$ cat src/ktr_pkg.sv
// ----------------------------------------------------------------------------
// ktr_pkg: shared types and codes for the keyed ranking table
// Command and status codes, field widths, control structs and the result item.
// ----------------------------------------------------------------------------
package ktr_pkg;

    localparam int CMD_W    = 3;
    localparam int ID_W     = 16;
    localparam int SCORE_W  = 32;
    localparam int STATUS_W = 4;
    localparam int POS_W    = 3;
    localparam int CNT_W    = 3;

    localparam logic [CMD_W-1:0] CMD_UPSERT = 3'd0;
    localparam logic [CMD_W-1:0] CMD_REMOVE = 3'd1;
    localparam logic [CMD_W-1:0] CMD_CLEAR  = 3'd2;
    localparam logic [CMD_W-1:0] CMD_FIND   = 3'd3;
    localparam logic [CMD_W-1:0] CMD_LIST   = 3'd4;

    localparam logic [STATUS_W-1:0] ST_ADDED     = 4'd0;
    localparam logic [STATUS_W-1:0] ST_EVICT     = 4'd1;
    localparam logic [STATUS_W-1:0] ST_DROPPED   = 4'd2;
    localparam logic [STATUS_W-1:0] ST_RAISED    = 4'd3;
    localparam logic [STATUS_W-1:0] ST_NOTIMP    = 4'd4;
    localparam logic [STATUS_W-1:0] ST_REMOVED   = 4'd5;
    localparam logic [STATUS_W-1:0] ST_NOTFOUND  = 4'd6;
    localparam logic [STATUS_W-1:0] ST_CLEARED   = 4'd7;
    localparam logic [STATUS_W-1:0] ST_FOUND     = 4'd8;
    localparam logic [STATUS_W-1:0] ST_LISTENT   = 4'd9;
    localparam logic [STATUS_W-1:0] ST_LISTEMPTY = 4'd10;

    // controller -> datapath
    typedef struct packed {
        logic load;       // capture request, run cell compares
        logic exec;       // apply command to the table
        logic list_step;  // present one list entry, rotate table
        logic emit;       // result goes to the output register
    } ctrl_cmd_t;

    // datapath -> controller
    typedef struct packed {
        logic cmd_known;
        logic cmd_list;
        logic cnt_zero;
        logic list_last;
    } ctrl_stat_t;

    typedef struct packed {
        logic [STATUS_W-1:0]      status;
        logic [POS_W-1:0]         position;
        logic [ID_W-1:0]          entry_id;
        logic signed [SCORE_W-1:0] entry_score;
        logic [CNT_W-1:0]         count;
        logic                     last;
    } result_t;

endpackage

$ cat src/ktr_ctrl.sv
// ----------------------------------------------------------------------------
// ktr_ctrl: command sequencer
// Accepts one request, runs the execute cycle, then steps list runs.
// ----------------------------------------------------------------------------
module ktr_ctrl
(
    input  logic               clk,
    input  logic               rst_n,
    input  logic               in_valid,
    output logic               in_ready,
    input  logic               out_free,
    input  ktr_pkg::ctrl_stat_t stat,
    output ktr_pkg::ctrl_cmd_t  cmd
);

    localparam logic [1:0] S_IDLE = 2'd0;
    localparam logic [1:0] S_EXEC = 2'd1;
    localparam logic [1:0] S_LIST = 2'd2;

    logic [1:0] state_reg;
    logic [1:0] state_next;

    always_comb
    begin
        state_next    = state_reg;
        cmd           = '0;
        in_ready      = 1'b0;
        unique case (state_reg)
            S_IDLE:
            begin
                in_ready = 1'b1;
                if (in_valid)
                begin
                    cmd.load   = 1'b1;
                    state_next = S_EXEC;
                end
            end
            S_EXEC:
            begin
                if (!stat.cmd_known)
                begin
                    state_next = S_IDLE;  // no result, no table change
                end
                else if (stat.cmd_list && !stat.cnt_zero)
                begin
                    state_next = S_LIST;
                end
                else if (out_free)
                begin
                    cmd.exec   = 1'b1;
                    cmd.emit   = 1'b1;
                    state_next = S_IDLE;
                end
            end
            S_LIST:
            begin
                if (out_free)
                begin
                    cmd.list_step = 1'b1;
                    cmd.emit      = 1'b1;
                    if (stat.list_last)
                    begin
                        state_next = S_IDLE;
                    end
                end
            end
            default:
            begin
                state_next = S_IDLE;
            end
        endcase
    end

    always_ff @(posedge clk or negedge rst_n)
    begin
        if (!rst_n)
        begin
            state_reg <= S_IDLE;
        end
        else
        begin
            state_reg <= state_next;
        end
    end

endmodule

$ cat src/ktr_dp.sv
// ----------------------------------------------------------------------------
// ktr_dp: ranking table datapath
// Row of cells with per-cell compare, shift-insert, shift-remove and rotate.
// ----------------------------------------------------------------------------
module ktr_dp
#(
    parameter int TABLE_SIZE = 5
)
(
    input  logic                                clk,
    input  logic                                rst_n,
    input  ktr_pkg::ctrl_cmd_t                  cmd,
    input  logic [ktr_pkg::CMD_W-1:0]           in_command,
    input  logic [ktr_pkg::ID_W-1:0]            in_player_id,
    input  logic signed [ktr_pkg::SCORE_W-1:0]  in_score,
    output ktr_pkg::ctrl_stat_t                 stat,
    output ktr_pkg::result_t                    res
);

    localparam int CW = $clog2(TABLE_SIZE + 1);
    localparam int IW = (TABLE_SIZE > 1) ? $clog2(TABLE_SIZE) : 1;
    localparam logic [CW-1:0] FULL = CW'(TABLE_SIZE);

    logic [ktr_pkg::ID_W-1:0]           id_reg   [TABLE_SIZE];
    logic [ktr_pkg::ID_W-1:0]           id_next  [TABLE_SIZE];
    logic signed [ktr_pkg::SCORE_W-1:0] sc_reg   [TABLE_SIZE];
    logic signed [ktr_pkg::SCORE_W-1:0] sc_next  [TABLE_SIZE];
    logic [CW-1:0]                      count_reg, count_next;
    logic [CW-1:0]                      lidx_reg, lidx_next;
    logic [ktr_pkg::CMD_W-1:0]          cmd_reg, cmd_next;
    logic [ktr_pkg::ID_W-1:0]           pid_reg, pid_next;
    logic signed [ktr_pkg::SCORE_W-1:0] scr_reg, scr_next;
    logic [TABLE_SIZE-1:0]              match_reg, match_next;
    logic [TABLE_SIZE-1:0]              ge_reg, ge_next;

    logic                               hit, notimp, all_ge, cnt_full;
    logic [TABLE_SIZE-1:0]              boundary;
    logic [IW-1:0]                      slot_idx, p_idx;
    logic signed [ktr_pkg::SCORE_W-1:0] sel_sc;
    logic [CW-1:0]                      count_m1;

    // request capture and cell compares
    always_comb
    begin
        cmd_next   = cmd_reg;
        pid_next   = pid_reg;
        scr_next   = scr_reg;
        match_next = match_reg;
        ge_next    = ge_reg;
        if (cmd.load)
        begin
            cmd_next = in_command;
            pid_next = in_player_id;
            scr_next = in_score;
            for (int i = 0; i < TABLE_SIZE; i++)
            begin
                match_next[i] = (CW'(i) < count_reg) && (id_reg[i] == in_player_id);
                ge_next[i]    = (CW'(i) < count_reg) && (sc_reg[i] >= in_score);
            end
        end
    end

    // decode of compare vectors; ge is a prefix since the table is sorted
    always_comb
    begin
        hit      = |match_reg;
        notimp   = |(match_reg & ge_reg);
        all_ge   = &ge_reg;
        cnt_full = (count_reg == FULL);
        count_m1 = count_reg - CW'(1);
        slot_idx = '0;
        p_idx    = '0;
        sel_sc   = '0;
        for (int i = 0; i < TABLE_SIZE; i++)
        begin
            if (i == 0)
            begin
                boundary[i] = !ge_reg[i];
            end
            else
            begin
                boundary[i] = !ge_reg[i] && ge_reg[i-1];
            end
            if (match_reg[i])
            begin
                slot_idx = slot_idx | IW'(i);
                sel_sc   = sel_sc | sc_reg[i];
            end
            if (boundary[i])
            begin
                p_idx = p_idx | IW'(i);
            end
        end
    end

    // table update
    always_comb
    begin
        for (int i = 0; i < TABLE_SIZE; i++)
        begin
            id_next[i] = id_reg[i];
            sc_next[i] = sc_reg[i];
        end
        count_next = count_reg;
        lidx_next  = lidx_reg;

        if (cmd.load)
        begin
            lidx_next = '0;
        end

        if (cmd.exec)
        begin
            unique case (cmd_reg)
                ktr_pkg::CMD_UPSERT:
                begin
                    if (hit && !notimp)
                    begin
                        // raise: new rank is at or above the old slot
                        for (int i = 1; i < TABLE_SIZE; i++)
                        begin
                            if (!ge_reg[i] && (IW'(i) <= slot_idx))
                            begin
                                id_next[i] = id_reg[i-1];
                                sc_next[i] = sc_reg[i-1];
                            end
                        end
                        for (int i = 0; i < TABLE_SIZE; i++)
                        begin
                            if (boundary[i])
                            begin
                                id_next[i] = pid_reg;
                                sc_next[i] = scr_reg;
                            end
                        end
                    end
                    else if (!hit && !all_ge)
                    begin
                        // insert, tail entry falls off when full
                        for (int i = 1; i < TABLE_SIZE; i++)
                        begin
                            if (!ge_reg[i])
                            begin
                                id_next[i] = id_reg[i-1];
                                sc_next[i] = sc_reg[i-1];
                            end
                        end
                        for (int i = 0; i < TABLE_SIZE; i++)
                        begin
                            if (boundary[i])
                            begin
                                id_next[i] = pid_reg;
                                sc_next[i] = scr_reg;
                            end
                        end
                        if (!cnt_full)
                        begin
                            count_next = count_reg + CW'(1);
                        end
                    end
                end
                ktr_pkg::CMD_REMOVE:
                begin
                    if (hit)
                    begin
                        for (int i = 0; i < TABLE_SIZE - 1; i++)
                        begin
                            if (IW'(i) >= slot_idx)
                            begin
                                id_next[i] = id_reg[i+1];
                                sc_next[i] = sc_reg[i+1];
                            end
                        end
                        count_next = count_m1;
                    end
                end
                ktr_pkg::CMD_CLEAR:
                begin
                    count_next = '0;
                end
                default:
                begin
                end
            endcase
        end

        if (cmd.list_step)
        begin
            // rotate live entries by one; after a full run the order is back
            for (int i = 0; i < TABLE_SIZE - 1; i++)
            begin
                id_next[i] = id_reg[i+1];
                sc_next[i] = sc_reg[i+1];
            end
            for (int i = 0; i < TABLE_SIZE; i++)
            begin
                if (CW'(i) == count_m1)
                begin
                    id_next[i] = id_reg[0];
                    sc_next[i] = sc_reg[0];
                end
            end
            lidx_next = lidx_reg + CW'(1);
        end
    end

    // result item
    always_comb
    begin
        res             = '0;
        res.last        = 1'b1;
        res.count       = ktr_pkg::CNT_W'(count_next);
        res.entry_id    = pid_reg;
        unique case (cmd_reg)
            ktr_pkg::CMD_UPSERT:
            begin
                if (hit && notimp)
                begin
                    res.status      = ktr_pkg::ST_NOTIMP;
                    res.position    = ktr_pkg::POS_W'(slot_idx);
                    res.entry_score = sel_sc;
                end
                else if (hit)
                begin
                    res.status      = ktr_pkg::ST_RAISED;
                    res.position    = ktr_pkg::POS_W'(p_idx);
                    res.entry_score = scr_reg;
                end
                else if (all_ge)
                begin
                    res.status      = ktr_pkg::ST_DROPPED;
                    res.entry_score = scr_reg;
                end
                else if (cnt_full)
                begin
                    res.status      = ktr_pkg::ST_EVICT;
                    res.position    = ktr_pkg::POS_W'(p_idx);
                    res.entry_id    = id_reg[TABLE_SIZE-1];
                    res.entry_score = sc_reg[TABLE_SIZE-1];
                end
                else
                begin
                    res.status      = ktr_pkg::ST_ADDED;
                    res.position    = ktr_pkg::POS_W'(p_idx);
                    res.entry_score = scr_reg;
                end
            end
            ktr_pkg::CMD_REMOVE, ktr_pkg::CMD_FIND:
            begin
                if (hit)
                begin
                    res.status      = (cmd_reg == ktr_pkg::CMD_REMOVE) ?
                                      ktr_pkg::ST_REMOVED : ktr_pkg::ST_FOUND;
                    res.position    = ktr_pkg::POS_W'(slot_idx);
                    res.entry_score = sel_sc;
                end
                else
                begin
                    res.status = ktr_pkg::ST_NOTFOUND;
                end
            end
            ktr_pkg::CMD_CLEAR:
            begin
                res.status   = ktr_pkg::ST_CLEARED;
                res.entry_id = '0;
            end
            ktr_pkg::CMD_LIST:
            begin
                if (count_reg == '0)
                begin
                    res.status   = ktr_pkg::ST_LISTEMPTY;
                    res.entry_id = '0;
                end
                else
                begin
                    res.status      = ktr_pkg::ST_LISTENT;
                    res.position    = ktr_pkg::POS_W'(lidx_reg);
                    res.entry_id    = id_reg[0];
                    res.entry_score = sc_reg[0];
                    res.last        = (lidx_reg == count_m1);
                end
            end
            default:
            begin
            end
        endcase
    end

    always_comb
    begin
        stat.cmd_known = (cmd_reg == ktr_pkg::CMD_UPSERT) || (cmd_reg == ktr_pkg::CMD_REMOVE) ||
                         (cmd_reg == ktr_pkg::CMD_CLEAR)  || (cmd_reg == ktr_pkg::CMD_FIND)   ||
                         (cmd_reg == ktr_pkg::CMD_LIST);
        stat.cmd_list  = (cmd_reg == ktr_pkg::CMD_LIST);
        stat.cnt_zero  = (count_reg == '0);
        stat.list_last = (lidx_reg == count_m1);
    end

    always_ff @(posedge clk or negedge rst_n)
    begin
        if (!rst_n)
        begin
            count_reg <= '0;
        end
        else
        begin
            count_reg <= count_next;
        end
    end

    always_ff @(posedge clk)
    begin
        for (int i = 0; i < TABLE_SIZE; i++)
        begin
            id_reg[i] <= id_next[i];
            sc_reg[i] <= sc_next[i];
        end
        lidx_reg  <= lidx_next;
        cmd_reg   <= cmd_next;
        pid_reg   <= pid_next;
        scr_reg   <= scr_next;
        match_reg <= match_next;
        ge_reg    <= ge_next;
    end

endmodule

$ cat src/top_k_keyed_ranking_table_unit.sv
// ----------------------------------------------------------------------------
// top_k_keyed_ranking_table_unit: top-K table of (id, score) ranked by score
// Upsert, remove, clear, find and list over a sorted row of cells.
// ----------------------------------------------------------------------------
//
//  channel   direction  handshake          payload
//  s_*       in         s_tvalid/s_tready  s_tdata: command, player_id, score
//  m_*       out        m_tvalid/m_tready  m_tdata: status..count, m_tlast: last
//
// Steps: a request is captured with all cell compares, then the execute step
// shifts the cells; a list request then presents one entry per cycle while the
// output is free, as the table rotates through cell 0.
// One request is in flight at a time; a new request is taken while the output
// register still holds the previous result.
// Reset clears the entry count and control; cell contents need no reset.
// A stalled m_tready holds the result and pauses execute and list stepping.
//
module top_k_keyed_ranking_table_unit
#(
    parameter int TABLE_SIZE = 5
)
(
    input  logic        clk,
    input  logic        rst_n,
    input  logic        s_tvalid,
    output logic        s_tready,
    input  logic [55:0] s_tdata,   // command[2:0], player_id[18:3], score[50:19], zero pad
    output logic        m_tvalid,
    input  logic        m_tready,
    output logic [63:0] m_tdata,   // status[3:0], position[6:4], entry_id[22:7],
                                   // entry_score[54:23], count[57:55], zero pad
    output logic        m_tlast
);

    ktr_pkg::ctrl_cmd_t  cmd;
    ktr_pkg::ctrl_stat_t stat;
    ktr_pkg::result_t    res;
    ktr_pkg::result_t    res_reg;
    logic                m_valid_reg, m_valid_next;
    logic                out_free;

    // output slot is free when empty or being drained this cycle
    assign out_free = !m_valid_reg || m_tready;

    ktr_ctrl u_ctrl
    (
        .clk      (clk),
        .rst_n    (rst_n),
        .in_valid (s_tvalid),
        .in_ready (s_tready),
        .out_free (out_free),
        .stat     (stat),
        .cmd      (cmd)
    );

    ktr_dp #(.TABLE_SIZE(TABLE_SIZE)) u_dp
    (
        .clk          (clk),
        .rst_n        (rst_n),
        .cmd          (cmd),
        .in_command   (s_tdata[2:0]),
        .in_player_id (s_tdata[18:3]),
        .in_score     (s_tdata[50:19]),
        .stat         (stat),
        .res          (res)
    );

    always_comb
    begin
        m_valid_next = m_valid_reg;
        if (cmd.emit)
        begin
            m_valid_next = 1'b1;
        end
        else if (m_tready)
        begin
            m_valid_next = 1'b0;
        end
    end

    always_ff @(posedge clk or negedge rst_n)
    begin
        if (!rst_n)
        begin
            m_valid_reg <= 1'b0;
        end
        else
        begin
            m_valid_reg <= m_valid_next;
        end
    end

    always_ff @(posedge clk)
    begin
        if (cmd.emit)
        begin
            res_reg <= res;
        end
    end

    assign m_tvalid = m_valid_reg;
    assign m_tlast  = res_reg.last;
    assign m_tdata  = {6'b0, res_reg.count, res_reg.entry_score, res_reg.entry_id,
                       res_reg.position, res_reg.status};

`ifndef SYNTH
    // one request at a time: ready drops right after an accept
    a_single_request: assert property (@(posedge clk) disable iff (!rst_n)
        s_tvalid && s_tready |=> !s_tready)
        else $error("request accepted while another is in flight");

    // never overwrite a result that is still waiting
    a_emit_free: assert property (@(posedge clk) disable iff (!rst_n)
        cmd.emit |-> (!m_valid_reg || m_tready))
        else $error("result emitted into a full output register");

    // only list entries may come without last
    a_last_list: assert property (@(posedge clk) disable iff (!rst_n)
        m_tvalid && !m_tlast |-> res_reg.status == ktr_pkg::ST_LISTENT)
        else $error("non-list result without last");
`endif

endmodule

$ cat config.mk
export PLATFORM = sky130hd
export DESIGN_NAME = top_k_keyed_ranking_table_unit
export DESIGN_NICKNAME = d
export VERILOG_FILES = /design/src/ktr_pkg.sv /design/src/ktr_ctrl.sv /design/src/ktr_dp.sv /design/src/top_k_keyed_ranking_table_unit.sv
export SDC_FILE = /design/constraint.sdc
export NUM_CORES = 1
export LEC_CHECK = 0
export ABC_AREA = 1
export BUFFER_PORTS_ARGS = -buffer_cell sky130_fd_sc_hd__buf_2
export CAP_MARGIN = 20
export CELL_PAD_IN_SITES_DETAIL_PLACEMENT = 2
export CELL_PAD_IN_SITES_GLOBAL_PLACEMENT = 2
export CORE_MARGIN = 8
export CORE_UTILIZATION = 34
export CTS_CLUSTER_SIZE = 24
export DETAILED_ROUTE_END_ITERATION = 7
export PLACE_DENSITY = 0.76
export SLEW_MARGIN = 20
export SYNTH_ARGS = -nofsm -noshare
export SYNTH_HDL_FRONTEND = slang
export SYNTH_SLANG_ARGS = --single-unit
$ cat constraint.sdc
create_clock -name clk -period 5.92 [get_ports clk]
set_input_delay 0.296 -clock clk [delete_from_list [all_inputs] [get_ports clk]]
set_output_delay 0.296 -clock clk [all_outputs]
set_load 0.03 [all_outputs]
Word level (Yosys, flattened, before mapping)

Memory sizes are Yosys's and may differ from the RTL's.
Cells that the tools add are included.

Memory bits (writable): 240
Logic and storage cells: 243
Output and inout port bits: 67
Memories: 2
Bits in read-only memories: 0
Flip-flop bits (word level): 129
Bits in latches: 0

Memory list:

| name        | depth | width | rd ports | clocked after memory_dff | wr ports | RTL line     | text |
|---|---|---|---|---|---|---|---|
| u_dp.sc_reg | 5     | 32    | 5        | 0                        | 5        | ktr_dp.sv:26 | `logic signed [ktr_pkg::SCORE_W-1:0] sc_reg [TABLE_SIZE];` |
| u_dp.id_reg | 5     | 16    | 5        | 0                        | 5        | ktr_dp.sv:24 | `logic [ktr_pkg::ID_W-1:0] id_reg [TABLE_SIZE];` |

Divide/modulo/power cells: 0
Shifts and indexed selects: 0
Multiplexer cells: 130
Multipliers: 0
$lt $le $gt $ge: 18
Reduce and logical (&&, ||, !) cells: 48
Bitwise operators: 6
Add/sub/neg operators: 3
Eq/ne operators: 21

Operators by type and width:

| cell                                 | count |
|---|---|
| two-way mux 32 bit                   | 38 |
| two-way mux 160 bit                  | 4 |
| two-way mux 16 bit                   | 31 |
| two-way mux 80 bit                   | 4 |
| one-hot mux 128 bit (2 select lines) | 1 |
| greater-or-equal comparator 32 bit   | 5 |
| two-way mux 128 bit                  | 1 |
| OR 32 bit                            | 4 |
| one-hot mux 64 bit (2 select lines)  | 1 |
| one-hot mux 32 bit (3 select lines)  | 1 |
| equality test 16 bit                 | 5 |
| two-way mux 64 bit                   | 1 |
| one-hot mux 16 bit (3 select lines)  | 1 |
| two-way mux 3 bit                    | 11 |
| two-way mux 2 bit                    | 12 |
| logical AND 1 bit                    | 22 |
| two-way mux 19 bit                   | 1 |
| one-hot mux 3 bit (3 select lines)   | 2 |
| two-way mux 4 bit                    | 4 |
| one-hot mux 4 bit (4 select lines)   | 1 |
| two-way mux 7 bit                    | 2 |
| two-way mux 1 bit                    | 12 |
| OR reduction 5 bit                   | 2 |
| logical NOT 1 bit                    | 9 |
| 32 further kinds                     | 51 |

Longest topological paths before layout

Gate-level depths: netlist (run 1).

Depth in word-level cells: 13
Depth in mapped cells: 17
Mapped depth without buffers: 17

Cells and area by module

Synthesis (run 1) repeated with hierarchy kept, for this count alone.

Cells, all modules: 4,138
Area, all modules: 29,384.4 um2

Modules (own cells, without submodules):

| module                         | instances | area each (um2) | cells an instance |
|---|---|---|---|
| ktr_dp                         | 1         | 27,294.9        | 4,032 |
| top_k_keyed_ranking_table_unit | 1         | 1,865.5         | 71 |
| ktr_ctrl                       | 1         | 224.0           | 35 |

Worst setup path after synthesis (run 1)

No wires, ideal clock.

Kind: register -> register
Start point: register u_dp.count_reg[0] (netlist name)
End point: memory u_dp.id_reg[1][0] in the netlist's numbering, enable pin
Data required time: 5.394 ns
Data arrival time: 5.075 ns
Library setup time: 0.526 ns
Slack: 0.319 ns
Period minus slack after synthesis: 5.601 ns
Cell stages (with the launch flop): 11
Path through: dfrtp_1 -> inv_1 -> ha_1 -> inv_1 -> nor2_2 -> nor2_4 -> nor2_1 -> nor2_1 -> a21oi_1 -> o21ai_0 -> a211oi_1

RTL lines:

| what             | RTL line |
|---|---|
| end: declaration | ktr_dp.sv:24 |

==> out/results.ini, run 1 <==
[clocking]
cts_setup_buffers=0
cts_buffers=51
cts_buffer_depth=3
cts_tree=built
htree_levels=2
clockRootBuffer=clkbuf_16
cts_resized=0
insertion_delay_ns=0.63
clk_pin_slew_worst_paths_ns=0.06
cts_sinks=369

[placement]
pre_cts_slack_ns=1.804
gp_congestion=0.8992
place_inst=4932
post_dp_cell_area_mm2=0.03034
dp_hpwl_um=92860
port_buffers=115

[logic_synthesis]
synth_top_family_by_area=compound AO/OA/AOI/OAI gates
syn_avg_cell_area_um2=7.423
synthCells=3898
synthAdderAreaFrac_pct=7.351
synth_top_area_share_pct=32.69
synth.most_common_cell=nand2_1
synth.distinct_cells=50
async_flop_share_pct=1.626
synth_compound_area_share_pct=30.87
ys.flop_type=edfxtp_1
netlist_area_mm2=0.02894
yosysSeqAreaShare_pct=36.53
synth_mux_area_share_pct=0
synth-simple-area-share_pct=15.50
synthTopCellsByArea=edfxtp_1 (33%), nand2_1 (10%), o21ai_0 (9.5%), a21oi_1 (7.7%), ha_1 (7.4%)
synth-seq-cells=369
synth_xor_area_share_pct=1.055
synth_area_leader_cell=edfxtp_1
synth_edf_count=315
yosysWarningCount=0
synth_common_cells=nand2_1 (800), o21ai_0 (551), a21oi_1 (447)

[floorplanning]
core_mm2=0.08475
fp.dieW_um=307.7
die_h_um=307.7
pin_count=127
start_util_pct=34.14
die_area_mm2=0.09469
num_rows=107

[pwr]
p_int_uw=7267
power_density_mw_per_mm2=455.2
swShare_pct=50.85
seqPwrFrac_pct=29.7
pwr-share-comb_pct=48.6
clkPwrFrac_pct=21.7
netSwitchingPower_uw=7518
leakage_uw=0.01359
peakVddDrop_v=0.0003712

[drt]
vias=32000
wl_per_cell_um=29.87
viasPerCell=6.308
drt_first_pass_iters=6
drc=0
ant_nets=0
finalWirelength_um=151500
drtIter0Drc=2967

[layout]
drive_above_1_share_pct=8.832
fin_area_mm2=0.03248
fillCellCount=9899
n_antenna_cell=0
area_delta_synth_final_pct=12.25
seqCellArea_mm2=0.01057
final_cells=5073
largest_reg_flops=160
finish.utilization_pct=38.33
nets=4117
multi_input_area_mm2=0.01602

[run_status]
outcome=complete, no violations

[timing]
setup_slack_ns=1.595
finalSetupTns_ns=0
tightest_slew_ns=1.193
max_slew_margin_pct=19.74
fmax_ghz=0.2312
hold_viol_final=0
fin_crit_sh_pct=73.06
rsz0062_at_grt=no
setup_viol=0
period_needed_ns=4.325
drv_slew=0
skew_ns=0.01959

[worst_setup_path]
reg2reg_depth=9
crit_required_ns=6.21
r2r-start=u_dp.match_reg[1]$_DFFE_PP_
arrival_ns=4.62
cp-end-kind=register
regToRegEndpoint=m_tdata[55]$_DFFE_PP_
startpoint_type=register
cp_max_fo=27
r2r_setup_slack_ns=1.60
crit_path_start=u_dp.match_reg[1]$_DFFE_PP_
path_class=reg -> reg

[global_routing]
grt_max_degree=133
antenna_found_initial=3
grt_pass1_vias=33010
grt_usage_pct=30.82
grt_pass1_wl_um=220600
grt_overflow=0

[hold_path]
hold_end=u_dp.pid_reg[9]$_DFFE_PP_
hold_path_class=in -> reg
hold_start=s_tdata[12]
min_path_cells=1

[job]
drv_cap=0

## kinds of logic (layout without fill, tap and decap cells)
logic type	Yosys count	in the layout
compound gates	1586	1586
simple gates	1117	1117
buf+inv	621	647
flops	369	369
fa+ha+maj	170	170
xor+xnor	34	34
other cells	1	6
## what timing repair did
item	CTS	global route
endpoints found under the setup margin	0	0
hold buffers	45	0
endpoints found under the hold margin	50	0
## worst max path at each step
stage	endpoint	slack (ns)	depth (start not counted)
floorplan	u_dp.id_reg[1][0]$_DFFE_PP_	0.32	10
finish	m_tdata[55]$_DFFE_PP_	1.60	9
CTS	u_dp.id_reg[1][8]$_DFFE_PP_	1.77	9
detailed placement	u_dp.id_reg[2][2]$_DFFE_PP_	1.80	10
global placement	u_dp.sc_reg[1][19]$_DFFE_PP_	1.88	10
global route	m_tdata[55]$_DFFE_PP_	1.57	9
## worst max-delay path, stage by stage (launching register included)
cell	delay (ns)
edfxtp_1	1.06
nor2_1	0.26
nand3_4	0.23
inv_2	0.08
nand2_4	0.45
buf_4	0.61
inv_1	0.20
nand2_1	0.13
a21oi_1	0.11
o21ai_0	0.79
## final cells by class
class | count | share of cell area, %
sequential | 369 | 32.54
clock inverter | 23 | 0.7088
timing repair buffer | 221 | 4.707
multi-input combinational | 2913 | 49.32
clock buffer | 72 | 4.419
inverter | 331 | 3.895
tap | 1144 | 4.407
## power by group through the flow
stage	clock network (uW)	registers (uW)	logic (uW)
floorplan	0	4320	4180
global placement	0	4390	6700
detailed placement	0	4410	6920
CTS	3250	4360	7020
global route	3340	4440	7660
finish	3200	4390	7190
## metrics by stage
stage               total power [uW]  hold WS [ns]
global route                   15440       0.01593
detailed placement             11330        0.1738
finish                         14790       0.02921
floorplan                       8501     0.0004090
CTS                            14630      0.004163
global placement               11100        0.1747
## metal layers
layer	GRT usage (%)	share of wire, %
met3	4.927	8.3
met1	41.01	42
met4	12.83	4.3
met5	0	0.014
met2	49.51	45
## cells in the final DEF (no fill, tap or decap), types with 10 or more instances in the layout
cell / n
a221oi_1: 14
nand4_1: 21
dfxtp_1: 48
o22ai_1: 50
edfxtp_1: 315
buf_4: 58
o21a_1: 12
o221ai_1: 34
dlygate4sd3_1: 45
clkinv_2: 15
nand2_4: 10
o21ai_0: 551
inv_1: 315
a21oi_2: 40
o211ai_1: 170
clkbuf_16: 51
o21bai_1: 17
xor2_1: 23
nand3_1: 82
a22oi_1: 20
nand2_1: 792
buf_2: 115
clkbuf_1: 13
o21ai_1: 216
nor2_1: 174
ha_1: 170
a21oi_1: 447
xnor2_1: 10
(Power assumes the default switching activity.)
==> run 2, diff against run 1 <==
- CORE_UTILIZATION: 34 -> 37
- PLACE_DENSITY: 0.76 -> 0.79
- clock period: 5.92 -> 4.22 ns (I/O delays scaled with it)
==> run 2 against run 1 <==
  * Via count barely moved
  * Wire length fell by 1.6%
  * First-iteration DRC count is 4.6% higher
  * Power grew 40%
  * Global-route usage increased by 2.2 points
  * Sequential share of layout area barely moved
==> out/results.ini, run 2 (same netlist as run 1, synthesis figures left out) <==
[run_status]
outcome=complete, no violations

[timing]
hold_viol_final=0
skew_ns=0.01897
whs_ns=0.03839
tightest_slew_ns=1.163
period_needed_ns=3.648
finalSetupTns_ns=0
setup_slack_ns=0.5717
fin_crit_sh_pct=86.45
max_slew_margin_pct=22.37
drv_slew=0
fmax_ghz=0.2741
setup_viol=0
rsz0062_at_grt=no

[worst_setup_path]
startpoint_type=register
arrival_ns=4.01
cpPeakStageDelay_ns=0.77
crit_buf_inv=2
path_class=reg -> reg
cp_cell_sequence=nor2_1 > nand3_4 > nand2_4 > nand2_4 > inv_8 > buf_12 > o21ai_0 > o211ai_1 > o21ai_0
cp_max_fo=123
cp_top_family=simple AND/OR/NAND/NOR gates
crit_required_ns=4.58
crit_slowest_cell=edfxtp_1
cp-end-kind=register

[placement]
port_buffers=115
gp_congestion=0.9173
place_inst=4836
dp_hpwl_um=91880
pre_cts_slack_ns=0.7596

[pwr]
total_power_uw=20670
peakVddDrop_v=0.0004425
power_density_mw_per_mm2=635.6
leakage_uw=0.01367

[global_routing]
grt_pass1_wl_um=219500
grt_pass1_vias=33560
antenna_found_initial=2
grt_overflow=0
grt_max_degree=210
grt_usage_pct=33.06

[drt]
drc=0
drtIter0Drc=3103
viasPerCell=6.419
ant_nets=0
finalWirelength_um=149200
vias=31990
drt_first_pass_iters=7
wl_per_cell_um=29.93

[layout]
area_delta_synth_final_pct=12.41
drive_above_1_share_pct=8.803
fillCellCount=9051
nets=4131
final_cell_mix=nand2_1 (792), o21ai_0 (551), a21oi_1 (447)
multi_input_area_mm2=0.01603
largest_reg_flops=160
final_common_cell=nand2_1
seqCellArea_mm2=0.01057
final_cells=4984

[floorplanning]
fp.dieW_um=295.7
die_area_mm2=0.08741
num_rows=102
start_util_pct=37.35
die_h_um=295.7
pin_count=127
core_mm2=0.07747

[job]
drv_cap=0

[clocking]
cts_setup_buffers=0
cts_tree=built
cts_sinks=369
htree_levels=2
insertion_delay_ns=0.62
cts_buffer_depth=3
clockRootBuffer=clkbuf_16
clk_pin_slew_worst_paths_ns=0.07
cts_buffers=50

[hold_path]
hold_path_class=in -> reg

-- run 2: cell count changes in the layout (fill, tap and decap cells not counted), moves of 4 or more --
cell / previous run / this run
clkinv_2: 15 / 11
dlygate4sd3_1: 45 / 53
buf_12: 2 / 10
clkinv_1: 2 / 8
-- run 2: power breakdown --
group          internal, uW  switching, uW  total (uW)  leakage (uW)
clock network          2530           1870        4400      0.000801
registers              5120           1060        6180       0.00342
logic                  2560           7540       10100       0.00945
total                 10200          10500       20700        0.0137
-- run 2: repair_timing --
item / 4_1_cts / 5_1_grt
hold endpoints to repair: 57 / 0
resized for setup: 0 / 0
hold buffers: 53 / 0
-- run 2: metrics by stage --
stage	util, %	area [um^2]
final	41.99	32520
after global routing	41.98	32520
after CTS	41.98	32520
after detailed placement	39.21	30380
after global placement	39.21	30380
after floorplan	-	28970
-- run 2: path summary, 6_finish.rpt --
kind	startpoint	to	slack, ns	depth (start not counted)
worst min-delay path	m_tready	m_tvalid$_DFFE_PN0P_	0.04	4
worst max register to register	u_dp.match_reg[1]$_DFFE_PP_	u_dp.sc_reg[2][3]$_DFFE_PP_	0.57	9
min in group asynchronous	rst_n	u_ctrl.state_reg[0]$_DFFE_PN0P_	0.55	3
max in group asynchronous	rst_n	u_dp.count_reg[1]$_DFF_PN0_	3.42	3
worst max-delay path	u_dp.match_reg[1]$_DFFE_PP_	u_dp.sc_reg[2][3]$_DFFE_PP_	0.57	9
worst min register to register	u_ctrl.state_reg[0]$_DFFE_PN0P_	u_ctrl.state_reg[0]$_DFFE_PN0P_	0.55	2
-- run 2: metal layers --
metal	global-route usage (%)	wire length, um	vias up
li1	-	-	13760
met3	5.717	12730	379
met2	53.35	67730	1503
met5	0	8	-
met1	43.63	62360	16350
met4	13.77	6360	2
-- run 2: cell type report --
class	instances	share of cell area [%]
multi-input combinational	2913	49.29
sequential	369	32.50
timing repair buffer	236	5.355
clock buffer	71	4.401
tap	1040	4.001
inverter	331	3.889
clock inverter	22	0.5540
antenna	2	0.01539
-- run 2: worst min-delay path: cells and delay by family --
kind	cells	cell delay, ns
buffers and inverters	2	0.14
AO/OA/AOI/OAI	1	0.14
AND/OR/NAND/NOR	1	0.13
